$ cat src/rtl/sdi_pkg.sv
// Shared types, constants and tables of the strapdown delta integrator.
// Holds the datapath command and status structs, the multiply op codes and
// the CORDIC arctangent table. Depends on nothing.
`default_nettype none

package sdi_pkg;

  localparam int unsigned IN_W = 32;
  localparam int unsigned OUT_W = 48;
  localparam int unsigned CFG_W = 32;
  localparam int unsigned CFG_INDEX_W = 2;
  localparam int unsigned STEP_W = 16;
  localparam int unsigned MUL_W = 34;
  localparam int unsigned PROD_W = 2 * MUL_W;
  localparam int unsigned XY_W = 34;
  localparam int unsigned Z_W = 49;
  localparam int unsigned RACC_W = 38;
  localparam int unsigned OP_W = 5;
  localparam int unsigned TAB_SIZE = 64;
  localparam int unsigned STAGE_W = 6;
  localparam int unsigned ANG_W = 48;

  localparam logic [CFG_INDEX_W-1:0] CFG_WINDOW_LENGTH = 2'd0;
  localparam logic [CFG_INDEX_W-1:0] CFG_SAMPLE_PERIOD = 2'd1;

  localparam logic [STEP_W-1:0] WINDOW_RESET = 16'd100;
  localparam logic [IN_W-1:0] PERIOD_RESET = 32'd42949673;

  localparam logic [63:0] PI_Q62 = 64'hC90FDAA22168C234;
  localparam logic [63:0] PI_Q43_64 = (PI_Q62 + 64'd262144) >> 19;
  localparam logic [63:0] HALF_PI_Q43_64 = ((PI_Q62 >> 1) + 64'd262144) >> 19;
  localparam logic [63:0] TWO_PI_Q43_64 = ((PI_Q62 >> 1) + 64'd65536) >> 17;
  localparam logic signed [Z_W-1:0] Z_PI = $signed(PI_Q43_64[Z_W-1:0]);
  localparam logic signed [Z_W-1:0] Z_HALF_PI = $signed(HALF_PI_Q43_64[Z_W-1:0]);
  localparam logic signed [Z_W-1:0] Z_TWO_PI = $signed(TWO_PI_Q43_64[Z_W-1:0]);
  localparam logic signed [XY_W-1:0] CORDIC_GAIN = 34'sd652032874;

  typedef enum logic [OP_W-1:0] {
    OP_DA0 = 5'd0, OP_DA1 = 5'd1, OP_DA2 = 5'd2,
    OP_T = 5'd3, OP_U = 5'd4, OP_M00 = 5'd5, OP_M01 = 5'd6,
    OP_M10A = 5'd7, OP_M10B = 5'd8, OP_M11A = 5'd9, OP_M11B = 5'd10,
    OP_M12 = 5'd11, OP_M20A = 5'd12, OP_M20B = 5'd13, OP_M21A = 5'd14,
    OP_M21B = 5'd15, OP_M22 = 5'd16,
    OP_RF00 = 5'd17, OP_RF01 = 5'd18, OP_RF02 = 5'd19,
    OP_RF10 = 5'd20, OP_RF11 = 5'd21, OP_RF12 = 5'd22,
    OP_RF20 = 5'd23, OP_RF21 = 5'd24, OP_RF22 = 5'd25,
    OP_V0 = 5'd26, OP_V1 = 5'd27, OP_V2 = 5'd28
  } mul_op_t;

  localparam logic [OP_W-1:0] OP_LAST_DELTA = 5'd2;
  localparam logic [OP_W-1:0] OP_FIRST_PRODUCT = 5'd3;
  localparam logic [OP_W-1:0] OP_LAST_PRODUCT = 5'd28;

  typedef struct packed {
    logic load;
    logic restart;
    logic issue;
    mul_op_t op;
    logic reduce;
    logic cordic_load;
    logic rotate;
    logic [STAGE_W-1:0] stage;
    logic publish;
  } dp_cmd_t;

  typedef struct packed {
    logic in_range;
  } dp_status_t;

  typedef logic [TAB_SIZE-1:0][ANG_W-1:0] atan_tab_t;

  function automatic logic [63:0] odd_div(input logic [63:0] v, input int unsigned k);
    case (k)
      0: return v;        1: return v / 3;    2: return v / 5;    3: return v / 7;
      4: return v / 9;    5: return v / 11;   6: return v / 13;   7: return v / 15;
      8: return v / 17;   9: return v / 19;   10: return v / 21;  11: return v / 23;
      12: return v / 25;  13: return v / 27;  14: return v / 29;  15: return v / 31;
      16: return v / 33;  17: return v / 35;  18: return v / 37;  19: return v / 39;
      20: return v / 41;  21: return v / 43;  22: return v / 45;  23: return v / 47;
      24: return v / 49;  25: return v / 51;  26: return v / 53;  27: return v / 55;
      28: return v / 57;  29: return v / 59;  30: return v / 61;
      default: return v;
    endcase
  endfunction

  function automatic atan_tab_t build_atan_tab();
    atan_tab_t tab;
    logic [63:0] acc;
    logic [63:0] t;
    logic [63:0] e;
    int unsigned i;
    int unsigned k;
    e = ((PI_Q62 >> 2) + 64'd262144) >> 19;
    tab[0] = e[ANG_W-1:0];
    for (i = 1; i < TAB_SIZE; i++) begin
      acc = 64'd0;
      for (k = 0; i * (2 * k + 1) < 63; k++) begin
        t = odd_div(64'h4000000000000000 >> (i * (2 * k + 1)), k);
        if (k % 2 == 1) acc = acc - t;
        else acc = acc + t;
      end
      e = (acc + 64'd262144) >> 19;
      tab[i] = e[ANG_W-1:0];
    end
    return tab;
  endfunction

  localparam atan_tab_t ATAN_TAB = build_atan_tab();

  function automatic logic signed [IN_W-1:0] clamp32(input logic signed [RACC_W-1:0] v);
    if (v > $signed({{(RACC_W-IN_W+1){1'b0}}, {(IN_W-1){1'b1}}})) begin
      return {1'b0, {(IN_W-1){1'b1}}};
    end else if (v < $signed({{(RACC_W-IN_W+1){1'b1}}, {(IN_W-1){1'b0}}})) begin
      return {1'b1, {(IN_W-1){1'b0}}};
    end
    return v[IN_W-1:0];
  endfunction

endpackage

`default_nettype wire

$ cat src/rtl/sdi_ctrl.sv
// Sequencing state machine of the strapdown delta integrator.
// Owns the window counter and the window length register and drives the
// datapath through dp_cmd_t. Depends on sdi_pkg.
`default_nettype none

module sdi_ctrl
  import sdi_pkg::*;
#(
  parameter int CORDIC_STAGES = 24
) (
  input  wire logic                   clk,
  input  wire logic                   rst,
  input  wire logic                   in_valid,
  output logic                        in_stall,
  output logic                        out_valid,
  input  wire logic                   out_stall,
  input  wire logic                   cfg_write,
  input  wire logic [CFG_INDEX_W-1:0] cfg_index,
  input  wire logic [CFG_W-1:0]       cfg_data,
  input  wire dp_status_t             status,
  output dp_cmd_t                     cmd
);

  typedef enum logic [7:0] {
    S_IDLE        = 8'b00000001,
    S_DELTA       = 8'b00000010,
    S_DELTA_WB    = 8'b00000100,
    S_REDUCE      = 8'b00001000,
    S_ROTATE      = 8'b00010000,
    S_PRODUCTS    = 8'b00100000,
    S_PRODUCTS_WB = 8'b01000000,
    S_FINISH      = 8'b10000000
  } ctrl_state_t;

  localparam logic [STAGE_W-1:0] LAST_STAGE = STAGE_W'(CORDIC_STAGES - 1);

  ctrl_state_t state, state_next;
  logic [OP_W-1:0] op_index, op_index_next;
  logic [STAGE_W-1:0] stage, stage_next;
  logic [STEP_W-1:0] step_count, step_count_next;
  logic [STEP_W-1:0] window_length;
  logic out_valid_next;
  logic restart_hit;

  assign restart_hit = (step_count == window_length) || (step_count == STEP_W'(1));
  assign in_stall = (state != S_IDLE);

  always_comb begin
    state_next = state;
    op_index_next = op_index;
    stage_next = stage;
    step_count_next = step_count;
    out_valid_next = out_valid && out_stall;
    cmd = '0;
    cmd.op = mul_op_t'(op_index);
    cmd.stage = stage;
    cmd.restart = restart_hit;
    case (state)
      S_IDLE: begin
        if (in_valid) begin
          cmd.load = 1'b1;
          step_count_next = restart_hit ? STEP_W'(2) : step_count + STEP_W'(1);
          op_index_next = '0;
          state_next = S_DELTA;
        end
      end
      S_DELTA: begin
        cmd.issue = 1'b1;
        op_index_next = op_index + OP_W'(1);
        if (op_index == OP_LAST_DELTA) begin
          state_next = S_DELTA_WB;
        end
      end
      S_DELTA_WB: begin
        state_next = S_REDUCE;
      end
      S_REDUCE: begin
        if (status.in_range) begin
          cmd.cordic_load = 1'b1;
          stage_next = '0;
          state_next = S_ROTATE;
        end else begin
          cmd.reduce = 1'b1;
        end
      end
      S_ROTATE: begin
        cmd.rotate = 1'b1;
        stage_next = stage + STAGE_W'(1);
        if (stage == LAST_STAGE) begin
          op_index_next = OP_FIRST_PRODUCT;
          state_next = S_PRODUCTS;
        end
      end
      S_PRODUCTS: begin
        cmd.issue = 1'b1;
        op_index_next = op_index + OP_W'(1);
        if (op_index == OP_LAST_PRODUCT) begin
          state_next = S_PRODUCTS_WB;
        end
      end
      S_PRODUCTS_WB: begin
        state_next = S_FINISH;
      end
      S_FINISH: begin
        if (!out_valid || !out_stall) begin
          cmd.publish = 1'b1;
          out_valid_next = 1'b1;
          state_next = S_IDLE;
        end
      end
      default: begin
        state_next = S_IDLE;
      end
    endcase
  end

  always_ff @(posedge clk) begin
    if (rst) begin
      state <= S_IDLE;
      op_index <= '0;
      stage <= '0;
      step_count <= '0;
      out_valid <= 1'b0;
      window_length <= WINDOW_RESET;
    end else begin
      state <= state_next;
      op_index <= op_index_next;
      stage <= stage_next;
      step_count <= step_count_next;
      out_valid <= out_valid_next;
      if (cfg_write && cfg_index == CFG_WINDOW_LENGTH) begin
        window_length <= cfg_data[STEP_W-1:0];
      end
    end
  end

  a_publish_free: assert property (@(posedge clk) disable iff (rst)
    cmd.publish |-> (!out_valid || !out_stall))
    else $error("result published over a beat still waiting");

  a_accept_stalls: assert property (@(posedge clk) disable iff (rst)
    (in_valid && !in_stall) |=> in_stall)
    else $error("input taken again before the sample finished");

  a_valid_from_finish: assert property (@(posedge clk) disable iff (rst)
    $rose(out_valid) |-> $past(state == S_FINISH))
    else $error("result raised outside the finish step");

  a_stage_bound: assert property (@(posedge clk) disable iff (rst)
    (state == S_ROTATE) |-> (stage <= LAST_STAGE))
    else $error("rotation stage out of range");

endmodule

`default_nettype wire

$ cat config.mk
export PLATFORM = sky130hd
export DESIGN_NAME = sdi_ctrl
export DESIGN_NICKNAME = d
export VERILOG_FILES = /design/src/rtl/sdi_pkg.sv /design/src/rtl/sdi_ctrl.sv
export SDC_FILE = /design/constraint.sdc
export NUM_CORES = 1
export LEC_CHECK = 0
export BUFFER_PORTS_ARGS = -buffer_cell sky130_fd_sc_hd__buf_2
export CAP_MARGIN = 30
export CORE_UTILIZATION = 49
export CTS_CLUSTER_DIAMETER = 100
export CTS_CLUSTER_SIZE = 28
export DETAILED_ROUTE_END_ITERATION = 7
export GPL_TIMING_DRIVEN = 0
export HOLD_SLACK_MARGIN = 0.02
export PLACE_DENSITY = 0.76
export SYNTH_ARGS = -nofsm -noshare
export SYNTH_HDL_FRONTEND = slang
export SYNTH_SLANG_ARGS = --single-unit
$ cat constraint.sdc
create_clock -name clk -period 1.8 [get_ports clk]
set_input_delay 0.18 -clock clk [delete_from_list [all_inputs] [get_ports clk]]
set_output_delay 0.18 -clock clk [all_outputs]
set_load 0.05 [all_outputs]
==> results of run 1 <==
-- registers in the layout, indices dropped and copies added (netlist names) --
| signal | flops |
|---|---|
| step_count | 16 |
| window_length | 16 |
| stage | 6 |
| op_index | 5 |
| out_valid | 1 |
| state | 8 |
-- power by group --
group | internal, W | switching (W)
sequential | 0.00120 | 0.0000778
combinational | 0.000440 | 0.000525
clock | 0.000266 | 0.000386
total | 0.00190 | 0.000989
-- path summary, 6_finish.rpt --
kind / from / end / slack (ps) / cells past startpoint
max reg2reg: state[6] / step_count[14] / -240 / 7
min: cfg_data[2] / window_length[2] / 80 / 3
max: state[6] / cmd[7] / -260 / 6
min reg2reg: window_length[8] / window_length[8] / 470 / 2
-- per-stage QoR --
stage               setup WS, ps  power [W]  instance area [um2]  util [%]  setup TNS, ps
detailed placement          -363    0.00185                 3050      58.6          -7780
floorplan                   -531    0.00171                 2750         -          -6390
global route                -286    0.00299                 3890      74.8          -7570
finish                      -262    0.00289                 3890      74.8          -5880
CTS                         -202    0.00272                 3650      70.1          -3350
global placement            -288    0.00184                 3050      58.6          -6420
-- logic make-up after synthesis --
logic type | count (synthesis)
AOI/OAI and AO/OA | 44
and+or+nand+nor | 155
xor gates and xnor gates | 38
buffers and inverters | 30
DFF | 52
adders and majority gates | 6
-- placed cells by master (no fill, tap or decap), types with 3 or more instances in the layout --
cell type,n
buf_8,6
buf_6,27
ha_1,6
inv_1,8
a21oi_1,18
dfxtp_4,5
dfxtp_2,15
nand3_1,6
clkbuf_8,5
nor2_4,3
nand4_1,11
nor4b_1,4
a21oi_2,4
nor3_4,3
nand3b_1,5
nand2_2,4
xor2_1,34
clkbuf_1,11
nor3_1,8
buf_2,35
nor2_1,24
nor4_4,6
and3_1,7
dfxtp_1,32
nor4_1,7
nor2_2,3
nand2_1,40
buf_4,25
-- critical path: stages (launching register included) --
cell	delay [ps]
dfxtp_4	360
or4_4	600
buf_4	180
nor2_4	90
buf_6	120
buf_6	90
buf_8	130
-- final cells by class --
cell class	instances	area share, %
Multi-Input combinational cell	243	46.6
Clock buffer	6	1.86
Buffer	16	2.70
Sequential cell	52	27.7
Tap cell	70	2.25
Inverter	9	0.932
Clock inverter	1	0.129
Timing Repair Buffer	88	17.8
-- per-layer routing --
metal,vias to the layer above,track usage (%)
met5,-,0
met4,0,14.4
met3,51,6.95
met2,150,44.1
met1,1342,34.8
li1,1314,-
-- what timing repair did --
action                     CTS  global route
gates cloned                 2             0
hold endpoints to repair     0             0
buffers inserted            32            14
resized for setup           88            43
setup endpoints to repair   41            41
pin swaps                   29            19
==> reports/qor.yml, run 1 <==
clocking:
  clockRootBuffer: "clkbuf_8"
  cts_buffers: 5
  clk_latency_ps: 310
  clockBufferDepth: 2
  hold_buffers: 0
  cts_num_sinks: 52
  path_clk_slew_ps: 90
  cts_tree: "done"
  htree_num_levels: 2
grt:
  grt_pass1_vias: 2652
  grt_antenna_before_repair: 0
  grt_overflow_total: 0
  grt_pass1_wl_um: 12900
  grt_max_degree: 15
  gr-usage-all-layers_pct: 27.8
yosys:
  synthDistinctLibCells: 42
  synth_top_area_cell: "dfxtp_1"
  ys_seq_area_share_pct: 38.4
  synth-main-ff-cell: "dfxtp_1"
  netlist_top_cells_count: "dfxtp_1 (52), nand2_1 (44), xor2_1 (35)"
  synthCells: 325
  ys_ff_latch: 52
  synth_edf_count: 0
  async_reset_ff_share_pct: 0
  yosysMostFrequentCell: "dfxtp_1"
  avgSynthCellArea_um2: 8.34
  synth_area_um2: 2710
  synth_mux_area_share_pct: 0
  synth_top_area_share_pct: 38.4
  syn-num-nets: 371
  synth_simple_gate_area_share_pct: 31.5
  synth-adder-area-share_pct: 2.77
  synth_top_family_by_area: "simple AND/OR/NAND/NOR gates"
  synth_area_leaders: "dfxtp_1 (38%), xor2_1 (11%), nand2_1 (6.1%)"
  yosys_warnings: 0
  synth_xor_area_share_pct: 12.3
  synth_compound_area_share_pct: 9.92
detailed_routing:
  viasPerCell: 5.89
  dr.pass1.iters: 5
  drc: 0
  wl_um: 8790
  wl_met1_um: 3610
  drt-wirelength-per-cell_um: 18.1
  top_layer: "met4"
  wl_met3_um: 603
  dr_total_vias: 2857
  antenna_left: 0
  wl_met2_um: 4090
  drt_iter0_markers: 290
timing:
  timing.final.crit_share_pct: 115
  worst_hold_slack_ps: 75.3
  hold_viol: 0
  relSlewSlack_pct: 58.9
  skew_ps: 7.13
  timing.final.ws_setup_ps: -262
  max_slew.worst_pin.slew_ps: 617
  rsz0062_at_grt: "true"
  clock.fmax_mhz: 485
  min_period_ps: 2060
  setup_viol: 39
  maxSlewViolCount: 0
power_and_ir_drop:
  peakVddDrop_mv: 0.591
  p_per_area_nw_per_um2: 743
  p_leak_nw: 1.61
run_status:
  status: "finished, violations left"
  violations: "negative setup slack"
setup_path:
  arrival_ps: 1880
  cp-end-kind: "output pin"
  critPathLaunchType: "flop"
  crit_fanout: 5
  critPathKind: "reg2out"
  cp.required_ps: 1620
placed_design:
  dpl.cell_count: 438
  hpwl_um: 4390
  io_buffer_count: 43
  gp_congestion: 0.835
layout:
  drive_gt1_share_pct: 40.7
  multi_input_area_um2: 1810
  seq_area_um2: 1080
  fin_nets: 461
  finalNonFillerCells: 485
  syn_to_final_growth_pct: 43.6
  antennaDiodeCount: 0
  nFillCells: 340
floorplanning:
  ios: 60
  row_count: 26
  dieArea_um2: 5830
  die_w_um: 76.4
  coreArea_um2: 5200
  initial_core_util_pct: 52.1
  die_h_um: 76.4
job:
  cap_violations: 0
hold_path:
  hp-class: "in2reg"
Power figures use the tool's default switching activity.
==> run 2: changes to the inputs <==
--- a/config.mk
+++ b/config.mk
@@ -7,13 +7,13 @@
 export LEC_CHECK = 0
 export BUFFER_PORTS_ARGS = -buffer_cell sky130_fd_sc_hd__buf_2
 export CAP_MARGIN = 30
-export CORE_UTILIZATION = 49
-export CTS_CLUSTER_DIAMETER = 100
+export CORE_UTILIZATION = 50
+export CTS_CLUSTER_DIAMETER = 50
 export CTS_CLUSTER_SIZE = 28
 export DETAILED_ROUTE_END_ITERATION = 7
 export GPL_TIMING_DRIVEN = 0
 export HOLD_SLACK_MARGIN = 0.02
-export PLACE_DENSITY = 0.76
+export PLACE_DENSITY_LB_ADDON = 0.15
 export SYNTH_ARGS = -nofsm -noshare
 export SYNTH_HDL_FRONTEND = slang
 export SYNTH_SLANG_ARGS = --single-unit
==> constraint.sdc (replaced) <==
create_clock -name clk -period 2.15 [get_ports clk]
set_input_delay 0.215 -clock clk [delete_from_list [all_inputs] [get_ports clk]]
set_output_delay 0.215 -clock clk [all_outputs]
set_load 0.05 [all_outputs]
==> reports/qor.yml, run 2 (synthesized netlist as in run 1, its figures left out) <==
run_status:
  status: "finished, final reports clean"
timing:
  max_slew.worst_pin.slew_ps: 529  # -88.1 ps
  maxSlewViolCount: 0  # unchanged
  setup_viol: 0  # -100%
  timing.final.crit_share_pct: 97.8
  min_period_ps: 2100
  hold_viol: 0  # unchanged
  timing.final.ws_setup_ps: 46.9  # +309 ps
  clock.fmax_mhz: 475
  rsz0062_at_grt: "true"
  relSlewSlack_pct: 64.4  # +5.5 points
  skew_ps: 8.20  # +1.06 ps
power_and_ir_drop:
  comb_power_share_pct: 25.1  # -8.3 points
  clock_power_share_pct: 26.3  # +3.8 points
  peakVddDrop_mv: 0.335  # -43%
  p_sw_w: 0.000677  # -31%
  p_sw_share_pct: 31.2  # -3.0 points
  seqPwrFrac_pct: 48.5  # +4.4 points
  intPower_w: 0.00149  # -21%
  finalPower_w: 0.00217  # -25%
  p_leak_nw: 1.40  # -13%
  p_per_area_nw_per_um2: 653  # -12%
clocking:
  htree_num_levels: 2  # unchanged
  clk_latency_ps: 310  # about the same
  path_clk_slew_ps: 90  # about the same
  cts_tree: "done"
  clockBufferDepth: 2  # unchanged
  clockRootBuffer: "clkbuf_8"
  cts_num_sinks: 52  # unchanged
  cts_buffers: 5  # unchanged
setup_path:
  cp-end-kind: "output pin"
  cp_num_buf_inv: 2  # -2
  critPathKind: "reg2out"
  worst_path_max_delay_cell: "or4_4"
  arrival_ps: 1890  # about the same
  critPathLaunchType: "flop"
  path_cells: "or4_4 > buf_6 > or2_2 > buf_4"
  crit_fanout: 7  # +2
  cp.required_ps: 1930  # +310 ps
  critPathTopFamily: "simple AND/OR/NAND/NOR gates"
  max_stage_delay_ps: 530  # -70 ps
detailed_routing:
  viasPerCell: 5.41  # -8.2%
  drc: 0  # unchanged
  antenna_left: 0  # unchanged
  dr_total_vias: 2471  # -14%
  dr.pass1.iters: 4  # -1
  wl_um: 6270  # -29%
  drt-wirelength-per-cell_um: 13.7  # -24%
  drt_iter0_markers: 163  # -44%
layout:
  multi_input_area_um2: 1590  # -12%
  drive_gt1_share_pct: 25.1  # -16 points
  fin_nets: 432  # -6.3%
  layout_common_cells: "nand2_1 (44), dfxtp_1 (43), buf_2 (37), xor2_1 (35), nor2_1 (29)"
  layout_commonest_cell: "nand2_1"
  reg.largest.list: "step_count (16), window_length (16), state (8)"
  finalNonFillerCells: 457  # -5.8%
  nFillCells: 447  # +31%
  antennaDiodeCount: 0  # unchanged
  syn_to_final_growth_pct: 22.7
  seq_area_um2: 1050  # -2.2%
floorplanning:
  ios: 60  # unchanged
  initial_core_util_pct: 52.4  # +0.33 points
  coreArea_um2: 5170  # -0.62%
  die_w_um: 75.6  # -0.98%
  row_count: 26  # unchanged
  die_h_um: 75.6  # -0.98%
  dieArea_um2: 5720  # -1.9%
grt:
  grt_antenna_before_repair: 0  # unchanged
  gr-usage-all-layers_pct: 23.2  # -4.6 points
  grt_pass1_wl_um: 10100  # -22%
  grt_pass1_vias: 2149  # -19%
  grt_max_degree: 15  # unchanged
  grt_overflow_total: 0  # unchanged
placed_design:
  pre_cts_ws_ps: -37.4  # +326 ps
  hpwl_um: 4440  # +1.1%
  dpl.cell_count: 438  # unchanged
  io_buffer_count: 43  # unchanged
  gp_congestion: 0.799  # -4.3%
job:
  cap_violations: 0  # unchanged
hold_path:
  hp-class: "in2reg"
run 2: cell count changes in the layout (fill, tap and decap cells not counted), moves of 5 or more:
cell / before / now
dfxtp_1: 32 / 43
a21oi_1: 18 / 23
nor2_1: 24 / 29
buf_6: 27 / 6
buf_4: 25 / 18
dfxtp_2: 15 / 8
run 2: worst paths after layout:
check / end / start / cells past startpoint / slack (ps)
max: in_stall / state[6] / 4 / 50
min: window_length[6] / cfg_data[6] / 3 / 130
max reg2reg: step_count[14] / state[6] / 7 / 80
min reg2reg: window_length[8] / window_length[8] / 2 / 470
run 2: cell type report:
type	count	area share, %
well taps	70	2.63
repair buffers	57	10.8
multi-input cells	243	47.8
flip-flops and latches	52	31.7
plain buffers	18	3.38
clock buffers	8	2.71
inverters	9	1.02
run 2: tightest hold or removal path: stages:
cell and delay [ps]:
buf_2 70, nand2_1 40, nand3b_1 70
run 2: repair_timing:
item | in CTS | in global routing
gates resized for setup | 17 | 23
buffers inserted | 3 | 10
pin swaps | 2 | 4
endpoints found under the setup margin | 17 | 24
hold buffers | 0 | 0
cloned | 0 | 1
hold endpoints to repair | 0 | 0
run 2: power groups by stage:
stage	logic [W]	clock network [W]	registers [W]
CTS	0.000485	0.000580	0.00105
floorplan	0.000332	0	0.00109
finish	0.000546	0.000572	0.00105
global route	0.000595	0.000630	0.00106
detailed placement	0.000464	0	0.00107
global placement	0.000458	0	0.00107
run 2: routing by layer:
metal	wire (um)	track usage, %	vias to the layer above
met1	3110	33.2	1155
met4	48	5.76	0
met5	0	0	-
met2	2790	35.6	61
li1	-	-	1250
met3	318	4.89	5
run 2: metrics by stage:
stage               utilization (%)  area (um2)  TNS, ps  hold slack, ps
floorplan                         -        2730     -891             339
global placement               58.6        3030    -5.94             430
detailed placement             58.6        3030     -364             436
CTS                            61.8        3200    -44.8             124
global route                   64.3        3330    -12.1             125
finish                         64.3        3330        0             125
==> run 3: changes to the inputs <==
==> constraint.sdc (replaced) <==
create_clock -name clk -period 2.15 [get_ports clk]
set_input_delay 0.1075 -clock clk [delete_from_list [all_inputs] [get_ports clk]]
set_output_delay 0.1075 -clock clk [all_outputs]
set_load 0.05 [all_outputs]
==> reports/qor.yml, run 3 (synthesized netlist as in run 1, its figures left out) <==
clocking:
  cts_num_sinks: 52  # unchanged
  clockRootBuffer: "clkbuf_8"
  path_clk_slew_ps: 90  # about the same
  cts_buffers: 5  # unchanged
  cts_tree: "done"
  htree_num_levels: 2  # unchanged
  clockBufferDepth: 2  # unchanged
  clk_latency_ps: 300  # about the same
layout:
  fin_nets: 433  # +0.23%
  antennaDiodeCount: 0  # unchanged
  layout_common_cells: "dfxtp_1 (48), nand2_1 (44), buf_2 (42), xor2_1 (35), nor2_1 (29)"
  layout_commonest_cell: "dfxtp_1"
  multi_input_area_um2: 1580  # -0.79%
  seq_area_um2: 1050  # -0.59%
  final_cell_area_um2: 3300  # -0.94%
  reg.largest.list: "step_count (16), window_length (16), state (8)"
  nFillCells: 449  # +0.45%
  syn_to_final_growth_pct: 21.6
  drive_gt1_share_pct: 22.7  # -2.4 points
timing:
  setup_tns_ps: 0  # unchanged
  max_slew.worst_pin.slew_ps: 538  # +8.85 ps
  relSlewSlack_pct: 63.8  # -0.60 points
  timing.final.ws_setup_ps: 53.3  # +6.37 ps
  worst_hold_slack_ps: 35.9  # -89.3 ps
  clock.fmax_mhz: 477  # +0.30%
  maxSlewViolCount: 0  # unchanged
  skew_ps: 6.69  # -1.51 ps
  min_period_ps: 2100  # -6.37 ps
  setup_viol: 0  # unchanged
  timing.final.crit_share_pct: 97.5  # -0.30 points
  hold_viol: 0  # unchanged
detailed_routing:
  drt-wirelength-per-cell_um: 13.3  # -3.0%
  drc: 0  # unchanged
  drt_iter0_markers: 155  # -4.9%
  viasPerCell: 5.36  # -0.78%
  dr.pass1.iters: 4  # unchanged
  dr_total_vias: 2457  # -0.57%
  antenna_left: 0  # unchanged
  wl_um: 6100  # -2.7%
setup_path:
  crit_fanout: 10  # +3
  cp.required_ps: 2040  # +110 ps
  max_stage_delay_ps: 610  # +80 ps
  worst_path_max_delay_cell: "or4b_4"
  critPathLaunchType: "flop"
  path_cells: "buf_2 > or4b_4 > nor3_4 > buf_6 > buf_6"
  r2r_slack_ps: 110  # +30 ps
  arrival_ps: 1990  # +100 ps
  cp-end-kind: "output pin"
  critPathKind: "reg2out"
  cpMostUsedCell: "buf_6"
placed_design:
  pre_cts_ws_ps: -37.4  # unchanged
  placed_area_um2: 3030  # unchanged
  hpwl_um: 4440  # unchanged
  gp_congestion: 0.799  # unchanged
  io_buffer_count: 43  # unchanged
floorplanning:
  ios: 60  # unchanged
  dieArea_um2: 5720  # unchanged
  die_w_um: 75.6  # unchanged
  row_count: 26  # unchanged
  die_h_um: 75.6  # unchanged
  initial_core_util_pct: 52.4  # unchanged
  coreArea_um2: 5170  # unchanged
grt:
  grt_overflow_total: 0  # unchanged
  grt_pass1_wl_um: 9950  # -1.0%
  gr-usage-all-layers_pct: 22.9  # -0.28 points
  grt_max_degree: 15  # unchanged
  grt_antenna_before_repair: 0  # unchanged
  grt_pass1_vias: 2156  # +0.33%
power_and_ir_drop:
  p_leak_nw: 1.39  # -0.52%
  p_per_area_nw_per_um2: 650  # -0.46%
  peakVddDrop_mv: 0.338  # +0.98%
  finalPower_w: 0.00214  # -1.4%
job:
  cap_violations: 0  # unchanged
run_status:
  status: "finished, final reports clean"
hold_path:
  hp-class: "in2reg"
## run 3: changes by cell type in the layout (fill, tap and decap cells not counted)
cell	change
buf_2	+5
dfxtp_1	+5
nor4_2	-2
buf_8	-2
clkbuf_4	-2
dlygate4sd3_1	+3
dfxtp_2	-5
buf_4	-3
nor4_1	+2
## run 3: path summary, 6_finish.rpt
| path | cells after the start | from | to |
|---|---|---|---|
| worst max register to register | 6 | state[6] | op_index[4] |
| worst min-delay path | 3 | cfg_data[14] | window_length[14] |
| worst max-delay path | 5 | state[4] | cmd[17] |
| worst min register to register | 2 | window_length[8] | window_length[8] |
## run 3: cell type report
cell class,count,share of cell area [%]
clock buffers,8,2.73
inverters,9,1.03
well taps,70,2.66
multi-input cells,243,47.9
flip-flops and latches,52,31.8
repair buffers,56,10.4
plain buffers,20,3.53
## run 3: worst max-delay path: cells and delay by family (launching register included)
family,cells,cell delay [ps]
simple gates,2,870
buf+inv,3,510
flops,1,310
## run 3: metal layers
layer | vias up | global-route usage (%) | wire (um)
met5 | - | 0 | 0
met4 | 0 | 5.14 | 51
met3 | 6 | 4.89 | 329
met2 | 62 | 35.9 | 2670
met1 | 1137 | 32.4 | 3050
li1 | 1252 | - | -
## run 3: stage by stage
| step | utilization, % | cells |
|---|---|---|
| final | 63.7 | 458 |
| after global routing | 63.7 | 458 |
| after CTS | 61.7 | 450 |
| after detailed placement | 58.6 | 438 |
| after global placement | 58.6 | 438 |
| after floorplan | - | 325 |
## run 3: power by group
group	switching, W	internal (W)
sequential	0.0000485	0.00100
clock	0.000307	0.000263
combinational	0.000312	0.000209
total	0.000668	0.00147
## run 3: repair_timing
action | 4_1_cts | 5_1_grt
resized for setup | 11 | 15
hold endpoints to repair | 3 | 0
buffers inserted | 1 | 8
gates cloned | 0 | 1
setup endpoints to repair | 14 | 22
hold buffers | 3 | 0
pin swaps | 1 | 3
